## config.mk

```make
export PLATFORM = sky130hd
export DESIGN_NAME = rvex_regfile
export DESIGN_NICKNAME = d
export VERILOG_FILES = /design/src/hw/rtl/rvex_pkg.sv /design/src/hw/rtl/rvex_regfile.sv
export SDC_FILE = /design/constraint.sdc
export NUM_CORES = 2
export LEC_CHECK = 0
export BUFFER_PORTS_ARGS = -buffer_cell sky130_fd_sc_hd__buf_4
export CAP_MARGIN = 10
export CORE_ASPECT_RATIO = 0.6
export CORE_MARGIN = 4
export CORE_UTILIZATION = 30
export CTS_BUF_LIST = sky130_fd_sc_hd__clkbuf_4 sky130_fd_sc_hd__clkbuf_8
export DETAILED_ROUTE_END_ITERATION = 10
export SLEW_MARGIN = 25
export SYNTH_ARGS = -nofsm -noshare
export SYNTH_HDL_FRONTEND = slang
export SYNTH_SLANG_ARGS = --single-unit
```

## constraint.sdc

```tcl
create_clock -name clk -period 3.7 [get_ports clk]
set_clock_uncertainty 0.15 [all_clocks]
set_input_delay 1.11 -clock clk [delete_from_list [all_inputs] [get_ports clk]]
set_output_delay 1.11 -clock clk [all_outputs]
set_load 0.005 [all_outputs]
```

## src/hw/rtl/rvex_pkg.sv

```systemverilog
// Shared types, opcodes and helpers for the RV32I execute core.
// No dependencies; every other file but rvex_stream_if imports this package.
package rvex_pkg;

  localparam int unsigned RVEX_MEM_BYTES = 65536;

  localparam logic [6:0] OP_LOAD   = 7'h03;
  localparam logic [6:0] OP_IMM    = 7'h13;
  localparam logic [6:0] OP_AUIPC  = 7'h17;
  localparam logic [6:0] OP_STORE  = 7'h23;
  localparam logic [6:0] OP_REG    = 7'h33;
  localparam logic [6:0] OP_LUI    = 7'h37;
  localparam logic [6:0] OP_BRANCH = 7'h63;
  localparam logic [6:0] OP_JALR   = 7'h67;
  localparam logic [6:0] OP_JAL    = 7'h6F;
  localparam logic [6:0] OP_SYSTEM = 7'h73;

  localparam logic [6:0]  F7_ALT   = 7'h20;
  localparam logic [31:0] W_ECALL  = 32'h0000_0073;
  localparam logic [31:0] W_EBREAK = 32'h0010_0073;
  localparam logic [31:0] IMMU_MASK = 32'hFFFF_F000;

  localparam logic [2:0] F3_B  = 3'd0;
  localparam logic [2:0] F3_H  = 3'd1;
  localparam logic [2:0] F3_W  = 3'd2;
  localparam logic [2:0] F3_BU = 3'd4;
  localparam logic [2:0] F3_HU = 3'd5;

  localparam logic [1:0] ST_OK      = 2'd0;
  localparam logic [1:0] ST_ECALL   = 2'd1;
  localparam logic [1:0] ST_ILLEGAL = 2'd2;

  localparam logic [1:0] SZ_BYTE = 2'd0;
  localparam logic [1:0] SZ_HALF = 2'd1;
  localparam logic [1:0] SZ_WORD = 2'd2;

  typedef struct packed {
    logic [31:0] instruction_word;
  } instr_t;

  typedef struct packed {
    logic [31:0] start_pc;
  } cfg_t;

  typedef struct packed {
    logic [1:0]  status;
    logic [31:0] next_pc;
    logic        reg_write;
    logic [4:0]  reg_index;
    logic [31:0] reg_value;
    logic        store_valid;
    logic [31:0] store_address;
    logic [31:0] store_data;
    logic [1:0]  store_size;
    logic [31:0] retired_count;
  } result_t;

  // execute stage outcome, handed from the ALU to the write-back stage
  typedef struct packed {
    logic        illegal;
    logic [1:0]  status;
    logic [31:0] npc;
    logic        wr;
    logic [4:0]  rd;
    logic [31:0] val;
    logic        is_load;
    logic [2:0]  ld_f3;
    logic [31:0] mem_addr;
    logic        st;
    logic [31:0] st_addr;
    logic [31:0] st_data;
    logic [1:0]  st_size;
  } ex_res_t;

  function automatic logic [31:0] ld_format(input logic [31:0] w, input logic [2:0] f3);
    logic [31:0] r;
    case (f3)
      F3_B:    r = {{24{w[7]}}, w[7:0]};
      F3_H:    r = {{16{w[15]}}, w[15:0]};
      F3_BU:   r = {24'd0, w[7:0]};
      F3_HU:   r = {16'd0, w[15:0]};
      default: r = w;
    endcase
    return r;
  endfunction

endpackage

```

## src/hw/rtl/rvex_regfile.sv

```systemverilog
// 32 x 32 register file, two registered read ports, one write port.
// Per-entry valid bits give the all-zero reset; the core never writes x0, so it is never marked valid.
module rvex_regfile (
  input  logic        clk,
  input  logic        rst,
  input  logic        re,
  input  logic [4:0]  ra1,
  input  logic [4:0]  ra2,
  input  logic        we,
  input  logic [4:0]  wa,
  input  logic [31:0] wd,
  output logic [31:0] rd1,
  output logic [31:0] rd2
);
  import rvex_pkg::*;

  logic [31:0] mem [32];
  logic [31:0] vld;

  always_ff @(posedge clk) begin
    if (rst) begin
      vld <= '0;
    end else if (we) begin
      vld[wa] <= 1'b1;
    end
  end

  always_ff @(posedge clk) begin
    if (we) begin
      mem[wa] <= wd;
    end
    if (re) begin
      rd1 <= (we && wa == ra1) ? wd : (vld[ra1] ? mem[ra1] : 32'd0);
      rd2 <= (we && wa == ra2) ? wd : (vld[ra2] ? mem[ra2] : 32'd0);
    end
  end
endmodule

```

==> impl_metrics.csv <==
group,metric,value,unit
run_status,status,"complete, no violations",
sta,tns,0,ns
global_route,grtUsageTotal,18.63,%
worst_setup_path,crit_buf_inv,1,
final_layout,drive_gt1_share,41.49,%
detailed_routing,routed_wl,166.3,mm
detailed_routing,drc_errors,0,
worst_setup_path,critPathMaxStageDelay,0.60,ns
pwr,ir_worst_vdd,0.0002737,V
worst_hold_path,hp-class,"register to register",
floorplanning,fp.dieW,538.4,um
worst_setup_path,crit_family,"flip-flops",
sta,worst_pin_slew,0.9709,ns
pwr,p_per_area,449.7,nW/um^2
clocking,clockBufferDepth,4,
worst_setup_path,crit_slowest_cell,"edfxtp_1",
pwr,power.switching,6348,uW
detailed_routing,first_pass_iters,5,
logic_synthesis,yosys.area.top_type,"edfxtp_1",
clocking,clkSinkCount,1120,
run,cap_violations,0,
detailed_routing,viasPerCell,5.758,
worst_setup_path,path_cells,"buf_4",
logic_synthesis,ys_ff_latch,1120,
final_layout,syn2layout_area_growth,17.30,%
sta,fin_ws,0.7522,ns
logic_synthesis,synth_area,50640,sq um
clocking,postCtsHoldBufs,0,
logic_synthesis,synth-main-ff-cell,"edfxtp_1",
logic_synthesis,seq_area_frac_synth,65.79,%
logic_synthesis,synth_common_cells,"1088 x edfxtp_1, 582 x mux4_2, 121 x clkbuf_1, 102 x nor2_1",
worst_setup_path,critPathRequiredTime,2.44,ns
logic_synthesis,yosys.area.top_type_share,64.52,%
logic_synthesis,synth_area_leaders,"edfxtp_1 65%, mux4_2 26%, a22oi_1 1.5%",
pwr,p_int,20360,uW
sta,setup_viol,0,
pwr,swShare,23.77,%
sta,finalHoldViolCount,0,
floorplanning,fp.coreArea,167200,sq um
final_layout,nNetsFinal,2757,
sta,period_needed,2.948,ns
global_route,grt_max_degree,65,
clocking,cts_buffers,163,
logic_synthesis,syn_area_per_cell,20.73,sq um
clocking,cts_resized,0,
worst_setup_path,reg2reg_slack,1.12,ns
placed_design,dpl.hpwl,95.13,mm
logic_synthesis,syn-num-nets,2494,
clocking,clock_latency,0.86,ns
sta,clock.fmax,0.3392,GHz
detailed_routing,drtIter0Drc,4124,
final_layout,fin_util,35.52,%
global_route,grt_pass1_vias,28857,
floorplanning,start_util,30.28,%
logic_synthesis,synth_cell_type_count,41,
sta,rsz0062_at_grt,"no",
worst_setup_path,worst_ep_arrival_time,1.69,ns
final_layout,stdcell_count,5067,
floorplanning,ios,115,
clocking,htree_levels,4,
global_route,grt_pass1_wl,232.7,mm
pwr,comb_power_share,8.9,%
detailed_routing,wl_per_cell,32.83,um
global_route,grt.overflow.total,0,
floorplanning,die_area,175600,sq um
detailed_routing,via_count,29177,
pwr,p_seq_share,53.2,%
worst_setup_path,startpoint_type,"register",
detailed_routing,antenna_left,0,
floorplanning,rows,116,
worst_setup_path,crit_type,"register to output port",
placed_design,dpl.cell_count,4783,
worst_setup_path,worstPathMaxFanout,1,
pwr,p_leak,0.01843,uW
logic_synthesis,ys_warn_count,0,
clocking,clk_pin_slew_worst_paths,0.07,ns
clocking,cts-root-buf,"clkbuf_8",
placed_design,port_buffers,114,
placed_design,pre_cts_slack,0.09097,ns
final_layout,antenna_cells,0,
pwr,p_clk_share,37.9,%
worst_setup_path,crit_path_end_kind,"output port",
logic_synthesis,synth_enable_flop_cells,1088,
pwr,p_total,26710,uW
sta,drv_slew,0,
sta,min_period_over_period,79.67,%
placed_design,gp_congestion,0.7744,
clocking,cts_tree,"yes",
logic_synthesis,async_reset_ff_share,0,%
clocking,cts_setup_buffers,0,
logic_synthesis,postSynthCellCount,2443,
sta,slew-limit-headroom,35.27,%
logic_synthesis,synth.most_common_cell,"edfxtp_1",
global_route,antenna_found_initial,2,
floorplanning,die_h,326.2,um
## power groups by stage
stage	logic, uW	registers, uW	clock network (uW)
6_report	2380	14200	10100
5_1_grt	2510	14200	11000
4_1_cts	2390	14200	10300
3_5_place_dp	2380	14500	0
3_3_place_gp	2370	14500	0
2_1_floorplan	1340	14400	0
## layout make-up
cell class / instances / area, sq um
Fill cell: 15479 / 107800
Multi-Input combinational cell: 1119 / 16720
Clock buffer: 223 / 2713
Timing Repair Buffer: 298 / 3397
Sequential cell: 1120 / 33310
Inverter: 4 / 16.27
Tap cell: 2242 / 2805
Clock inverter: 61 / 429.2
## worst paths after layout
kind,start,endpoint,cells after the start
worst min-delay path,vld[18],vld[18],2
worst max register to register,vld[19],rd2[13],6
worst max-delay path,rd2[21],rd2[21],1
worst min register to register,vld[18],vld[18],2
## layout by cell type, fill, tap and decap left out, types with 37 or more instances in the layout
cell type / Yosys / routed
buf_4: 4 / 203
nor2_1: 102 / 69
clkbuf_8: 0 / 166
buf_12: 0 / 90
mux4_2: 582 / 582
nand3b_1: 38 / 38
a22oi_1: 98 / 98
edfxtp_1: 1088 / 1088
clkbuf_4: 0 / 57
clkinv_1: 0 / 37
nand2_1: 98 / 98
mux2i_1: 41 / 41
## routing by layer
layer / track usage [%] / vias to the layer above / part of all wire (%)
li1: - / 11211 / -
met1: 27.96 / 15827 / 43
met5: 0 / - / 0.0078
met2: 26.80 / 1849 / 43
met4: 4.064 / 2 / 2.2
met3: 5.293 / 288 / 12
## flip-flops by register name, indices dropped and copies added, names as in the netlist
| name | cells |
|---|---|
| vld | 32 |
| mem | 1024 |
| rd2 | 32 |
| rd1 | 32 |
## stage by stage
stage / hold slack (ns) / cell area (sq um)
after global placement: 0.3158 / 56250
after CTS: 0.3476 / 59400
after global routing: 0.3796 / 59400
after floorplan: 0.3019 / 50650
final: 0.3526 / 59400
after detailed placement: 0.3327 / 56250
## logic make-up after synthesis
family / after synthesis / share of synthesized area (%)
buffers and inverters: 204 / 1.740
AOI/OAI and AO/OA: 189 / 2.822
and+or+nand+nor: 296 / 2.760
xor gates and xnor gates: 10 / 0.1730
DFF: 1120 / 65.79
muxes: 624 / 26.72
Power figures use the tool's default switching activity.
