### config.mk
export PLATFORM = sky130hd
export DESIGN_NAME = rvex_alu
export DESIGN_NICKNAME = d
export VERILOG_FILES = /design/src/hw/rtl/rvex_pkg.sv /design/src/hw/rtl/rvex_alu.sv
export SDC_FILE = /design/constraint.sdc
export NUM_CORES = 1
export LEC_CHECK = 0
export BUFFER_PORTS_ARGS = -buffer_cell sky130_fd_sc_hd__buf_2
export CAP_MARGIN = 30
export CORE_ASPECT_RATIO = 1.4
export CORE_MARGIN = 3
export CORE_UTILIZATION = 31
export DETAILED_ROUTE_END_ITERATION = 16
export PLACE_DENSITY = 0.52
export SYNTH_ARGS = -nofsm -noshare
export SYNTH_HDL_FRONTEND = slang
export SYNTH_SLANG_ARGS = --single-unit
### constraint.sdc
create_clock -name vclk -period 6.3
set_input_delay 0.315 -clock vclk [all_inputs]
set_output_delay 0.315 -clock vclk [all_outputs]
set_load 0.02 [all_outputs]
### src/hw/rtl/rvex_pkg.sv
// Shared types, opcodes and helpers for the RV32I execute core.
// No dependencies; every other file but rvex_stream_if imports this package.
package rvex_pkg;

  localparam int unsigned RVEX_MEM_BYTES = 65536;

  localparam logic [6:0] OP_LOAD   = 7'h03;
  localparam logic [6:0] OP_IMM    = 7'h13;
  localparam logic [6:0] OP_AUIPC  = 7'h17;
  localparam logic [6:0] OP_STORE  = 7'h23;
  localparam logic [6:0] OP_REG    = 7'h33;
  localparam logic [6:0] OP_LUI    = 7'h37;
  localparam logic [6:0] OP_BRANCH = 7'h63;
  localparam logic [6:0] OP_JALR   = 7'h67;
  localparam logic [6:0] OP_JAL    = 7'h6F;
  localparam logic [6:0] OP_SYSTEM = 7'h73;

  localparam logic [6:0]  F7_ALT   = 7'h20;
  localparam logic [31:0] W_ECALL  = 32'h0000_0073;
  localparam logic [31:0] W_EBREAK = 32'h0010_0073;
  localparam logic [31:0] IMMU_MASK = 32'hFFFF_F000;

  localparam logic [2:0] F3_B  = 3'd0;
  localparam logic [2:0] F3_H  = 3'd1;
  localparam logic [2:0] F3_W  = 3'd2;
  localparam logic [2:0] F3_BU = 3'd4;
  localparam logic [2:0] F3_HU = 3'd5;

  localparam logic [1:0] ST_OK      = 2'd0;
  localparam logic [1:0] ST_ECALL   = 2'd1;
  localparam logic [1:0] ST_ILLEGAL = 2'd2;

  localparam logic [1:0] SZ_BYTE = 2'd0;
  localparam logic [1:0] SZ_HALF = 2'd1;
  localparam logic [1:0] SZ_WORD = 2'd2;

  typedef struct packed {
    logic [31:0] instruction_word;
  } instr_t;

  typedef struct packed {
    logic [31:0] start_pc;
  } cfg_t;

  typedef struct packed {
    logic [1:0]  status;
    logic [31:0] next_pc;
    logic        reg_write;
    logic [4:0]  reg_index;
    logic [31:0] reg_value;
    logic        store_valid;
    logic [31:0] store_address;
    logic [31:0] store_data;
    logic [1:0]  store_size;
    logic [31:0] retired_count;
  } result_t;

  // execute stage outcome, handed from the ALU to the write-back stage
  typedef struct packed {
    logic        illegal;
    logic [1:0]  status;
    logic [31:0] npc;
    logic        wr;
    logic [4:0]  rd;
    logic [31:0] val;
    logic        is_load;
    logic [2:0]  ld_f3;
    logic [31:0] mem_addr;
    logic        st;
    logic [31:0] st_addr;
    logic [31:0] st_data;
    logic [1:0]  st_size;
  } ex_res_t;

  function automatic logic [31:0] ld_format(input logic [31:0] w, input logic [2:0] f3);
    logic [31:0] r;
    case (f3)
      F3_B:    r = {{24{w[7]}}, w[7:0]};
      F3_H:    r = {{16{w[15]}}, w[15:0]};
      F3_BU:   r = {24'd0, w[7:0]};
      F3_HU:   r = {16'd0, w[15:0]};
      default: r = w;
    endcase
    return r;
  endfunction

endpackage

### src/hw/rtl/rvex_alu.sv
// Execute-stage decode and compute for one RV32I word.
// Pure combinational; result struct from rvex_pkg.
module rvex_alu (
  input  logic [31:0]       word,
  input  logic [31:0]       pc,
  input  logic [31:0]       a,
  input  logic [31:0]       b,
  output rvex_pkg::ex_res_t res
);
  import rvex_pkg::*;

  logic [6:0]  opcode, f7;
  logic [4:0]  rd, rs2;
  logic [2:0]  f3;
  logic [31:0] immi, imms, immb, immu, immj;
  logic [31:0] npc, val;
  logic        illegal, wr, taken;
  logic [1:0]  status;
  logic [4:0]  sh;
  logic [31:0] opb;

  assign opcode = word[6:0];
  assign rd     = word[11:7];
  assign f3     = word[14:12];
  assign rs2    = word[24:20];
  assign f7     = word[31:25];
  assign immi   = {{20{word[31]}}, word[31:20]};
  assign imms   = {{20{word[31]}}, word[31:25], word[11:7]};
  assign immb   = {{19{word[31]}}, word[31], word[7], word[30:25], word[11:8], 1'b0};
  assign immu   = word & IMMU_MASK;
  assign immj   = {{11{word[31]}}, word[31], word[19:12], word[20], word[30:21], 1'b0};
  assign opb    = (opcode == OP_REG) ? b : immi;
  assign sh     = (opcode == OP_REG) ? b[4:0] : rs2;

  always_comb begin
    illegal = 1'b0;
    wr      = 1'b0;
    val     = 32'd0;
    status  = ST_OK;
    npc     = pc + 32'd4;
    taken   = 1'b0;
    res     = '0;
    res.mem_addr = a + immi;
    unique case (opcode)
      OP_LOAD: begin
        wr = 1'b1;
        res.is_load = 1'b1;
        res.ld_f3   = f3;
        illegal = !(f3 == F3_B || f3 == F3_H || f3 == F3_W || f3 == F3_BU || f3 == F3_HU);
      end
      OP_IMM, OP_REG: begin
        wr = 1'b1;
        if (opcode == OP_REG && f7 != 7'd0 &&
            !(f7 == F7_ALT && (f3 == 3'd0 || f3 == 3'd5))) begin
          illegal = 1'b1;
        end
        case (f3)
          3'd0: val = (opcode == OP_REG && f7 == F7_ALT) ? a - b : a + opb;
          3'd1: begin
            val = a << sh;
            if (opcode == OP_IMM && f7 != 7'd0) illegal = 1'b1;
          end
          3'd2: val = {31'd0, $signed(a) < $signed(opb)};
          3'd3: val = {31'd0, a < opb};
          3'd4: val = a ^ opb;
          3'd5: begin
            val = (f7 == F7_ALT) ? 32'($signed(a) >>> sh) : a >> sh;
            if (f7 != F7_ALT && f7 != 7'd0) illegal = 1'b1;
          end
          3'd6: val = a | opb;
          default: val = a & opb;
        endcase
      end
      OP_AUIPC: begin
        wr  = 1'b1;
        val = pc + immu;
      end
      OP_LUI: begin
        wr  = 1'b1;
        val = immu;
      end
      OP_STORE: begin
        illegal = f3[2] || f3 == 3'd3;
        res.st      = 1'b1;
        res.st_addr = a + imms;
        res.st_size = f3[1:0];
        case (f3[1:0])
          SZ_BYTE: res.st_data = {24'd0, b[7:0]};
          SZ_HALF: res.st_data = {16'd0, b[15:0]};
          default: res.st_data = b;
        endcase
      end
      OP_BRANCH: begin
        case (f3)
          3'd0: taken = (a == b);
          3'd1: taken = (a != b);
          3'd4: taken = $signed(a) < $signed(b);
          3'd5: taken = !($signed(a) < $signed(b));
          3'd6: taken = a < b;
          3'd7: taken = a >= b;
          default: illegal = 1'b1;
        endcase
        if (taken) npc = pc + immb;
      end
      OP_JALR: begin
        illegal = (f3 != 3'd0);
        wr  = 1'b1;
        val = pc + 32'd4;
        npc = (a + immi) & ~32'd1;
      end
      OP_JAL: begin
        wr  = 1'b1;
        val = pc + 32'd4;
        npc = pc + immj;
      end
      OP_SYSTEM: begin
        if (word == W_ECALL) status = ST_ECALL;
        else if (word != W_EBREAK) illegal = 1'b1;
      end
      default: illegal = 1'b1;
    endcase

    if (illegal) begin
      status = ST_ILLEGAL;
      npc    = pc;
      wr     = 1'b0;
      res.st = 1'b0;
      res.is_load = 1'b0;
    end
    wr = wr && (rd != 5'd0);
    if (!res.st) begin
      res.st_addr = '0;
      res.st_data = '0;
      res.st_size = '0;
    end
    res.illegal = illegal;
    res.status  = status;
    res.npc     = npc;
    res.wr      = wr;
    res.rd      = wr ? rd : 5'd0;
    res.val     = wr ? val : 32'd0;
  end
endmodule

==> summary.txt <==
Timing
  – Min Tclk post-route: 5.77 ns
  – Endpoints failing hold: 0
  – Slew headroom: 0.175
  – Final Max Tran Viols: 0
  – Actual slew at the worst max-slew pin: 1.24 ns
  – Finish-stage setup viols: 0
  – Final Cycle Share: 0.917
  – Fmax achieved: 173 MHz
  – TNS Setup: 0 ns
  – Unrepaired setup endpoints after global routing: no
  – Worst hold slack: 1.01 ns

Final layout
  – Seq_cells: 0
  – Storage cell area: 0 um2
  – Area of the multi-input gates: 18,000 um2
  – Final nets: 3,624
  – Clkbuf count: 0
  – Fill count: 7,196
  – Layout cells sized above 1: 0.147
  – Design area: between 20,000 and 25,000 um2
  – Area growth, synth to finish: 12.7%
  – Layout Cells excl Fill: approximately 4,000

Worst setup path
  – Worst path depth: 18
  – Worst EP arrival: 5.46 ns
  – Critical Path Source: word[2]
  – CP max stage delay: between 0.5 and 0.6 ns
  – WP buf/inv: 5
  – Startpoint Class: input pin
  – Worst-path fanout max: 14
  – Crit-path cells: buf_2 -> nor4bb_4 -> nand3_1 -> buf_4 -> and2_1 -> buf_4 -> a21o_1 -> inv_1 -> ha_1 -> a21oi_1 -> o211ai_1 -> o31a_1 -> a211o_1 -> a31o_2 -> o311a_1 -> a221oi_1 -> o21ai_1 -> buf_2
  – Slowest stage cell, crit path: nor4bb_4
  – CP top delay family: compound AO/OA/AOI/OAI gates
  – CP Capture Type: primary output
  – Kind of critical path: input pin to primary output
  – Data required time of the worst path: 5.98 ns

Global routing
  – First-pass GRT wire length: approximately 200 mm
  – Total Routing Usage GR: 0.407
  – Largest net degree at the start of global routing: 70
  – Initial antenna violation count: 13
  – Vias in the first global route: 26,200
  – Remaining global-route overflow: 0

Floorplanning
  – Core area: 62,200 um2
  – Die width: 218 um
  – Vert. Die Dim: approximately 300 um
  – Initial Util: 0.313
  – Total die area: approximately 66,000 um2
  – FP Rows: 108
  – Ports: slightly above 300

Job
  – # Max-Cap Violations: 0

Logic synthesis
  – Syn_nets: 3,434
  – Synth unique cells: 100
  – Mapped cell area: about 19,000 um2
  – Post-synthesis sequential area ratio: 0
  – Top cells by area, synth: ha_1 (14%), a21oi_1 (8.3%), o21ai_0 (6.9%)
  – Top-count cell post-synth: a21oi_1
  – Top post-synthesis cells by count: a21oi_1 (323), nor2_1 (299), nand2_1 (273)
  – Yosys top cell area share: 0.137
  – Syn_area_per_cell: 6.31 um2
  – Post-Syn Instances: 3,086
  – Synth warn: 0
  – Cell taking the most area after synthesis: ha_1

Placed design
  – Inst Count DP: 4,099
  – GPL Wtd Cong: 1.09
  – Placed cell areas: 21,900 um2
  – Port Buf Inserts: 304
  – Hpwl dp: 114 mm

Route
  – Drc violations: 0
  – Initial DRC Count: 3,280
  – DRT Wirelength: 141 mm
  – Mean number of vias per cell: between 6 and 7
  – Vias: 27,400
  – WL/cell: 34.2 um
  – Drt pass-1 iters: 6
  – ANT nets after route: 0

Status
  – Status: finished, final reports clean

Clock network
  – PostCTS Resize Cnt: 0
  – Hold buffers post-CTS: 0
  – Post-CTS setup buffers: 0

Worst hold path
  – Hold depth: 4
  – Hold_sp: b[28]
  – Min-Delay Path Class: input pin to primary output
## cell families after synthesis
| kind of cell | Yosys count | share of synthesized area |
|---|---|---|
| mux | 65 | 0.0405 |
| buf+inv | 376 | 0.0791 |
| simple gates | 1003 | 0.241 |
| compound gates | 1237 | 0.412 |
| fa+ha+maj | 220 | 0.144 |
| xor+xnor | 185 | 0.0832 |
## stage by stage
stage	setup WS, ns	utilization
6_report	0.526	0.353
5_1_grt	0.240	0.353
4_1_cts	0.605	0.353
3_5_place_dp	0.608	0.353
3_3_place_gp	0.707	0.353
2_1_floorplan	0.964	-
## final cells by class
class	count	share of cell area
Tap cell	825	0.0470
Inverter	152	0.0262
Antenna cell	10	0.00114
Timing Repair Buffer	412	0.106
Multi-Input combinational cell	2710	0.819
## cell usage in the layout, fill, tap and decap left out, drive strengths merged, types with 61 or more instances in the layout
cell type / count
xor2: 81
ha: 213
nand2: 274
a21o: 97
nor3: 96
nor2: 302
buf: 412
xnor2: 104
a21oi: 326
nand3: 114
o211ai: 61
o21ai: 276
inv: 148
## tightest hold or removal path, delay by kind of cell
kind | cells | cell delay [ns]
simple gates | 1 | 0.05
buf+inv | 3 | 0.34
## layer usage
metal / routed length (um) / track usage / vias to the layer above
li1: - / - / 12000
met1: 46900 / 0.425 / 13000
met2: 62900 / 0.670 / 1836
met3: 12300 / 0.0801 / 584
met4: 18400 / 0.411 / 8
met5: 57 / 0 / -
## worst paths after layout
check                       to
worst min-delay path   res[30]
worst max-delay path  res[133]
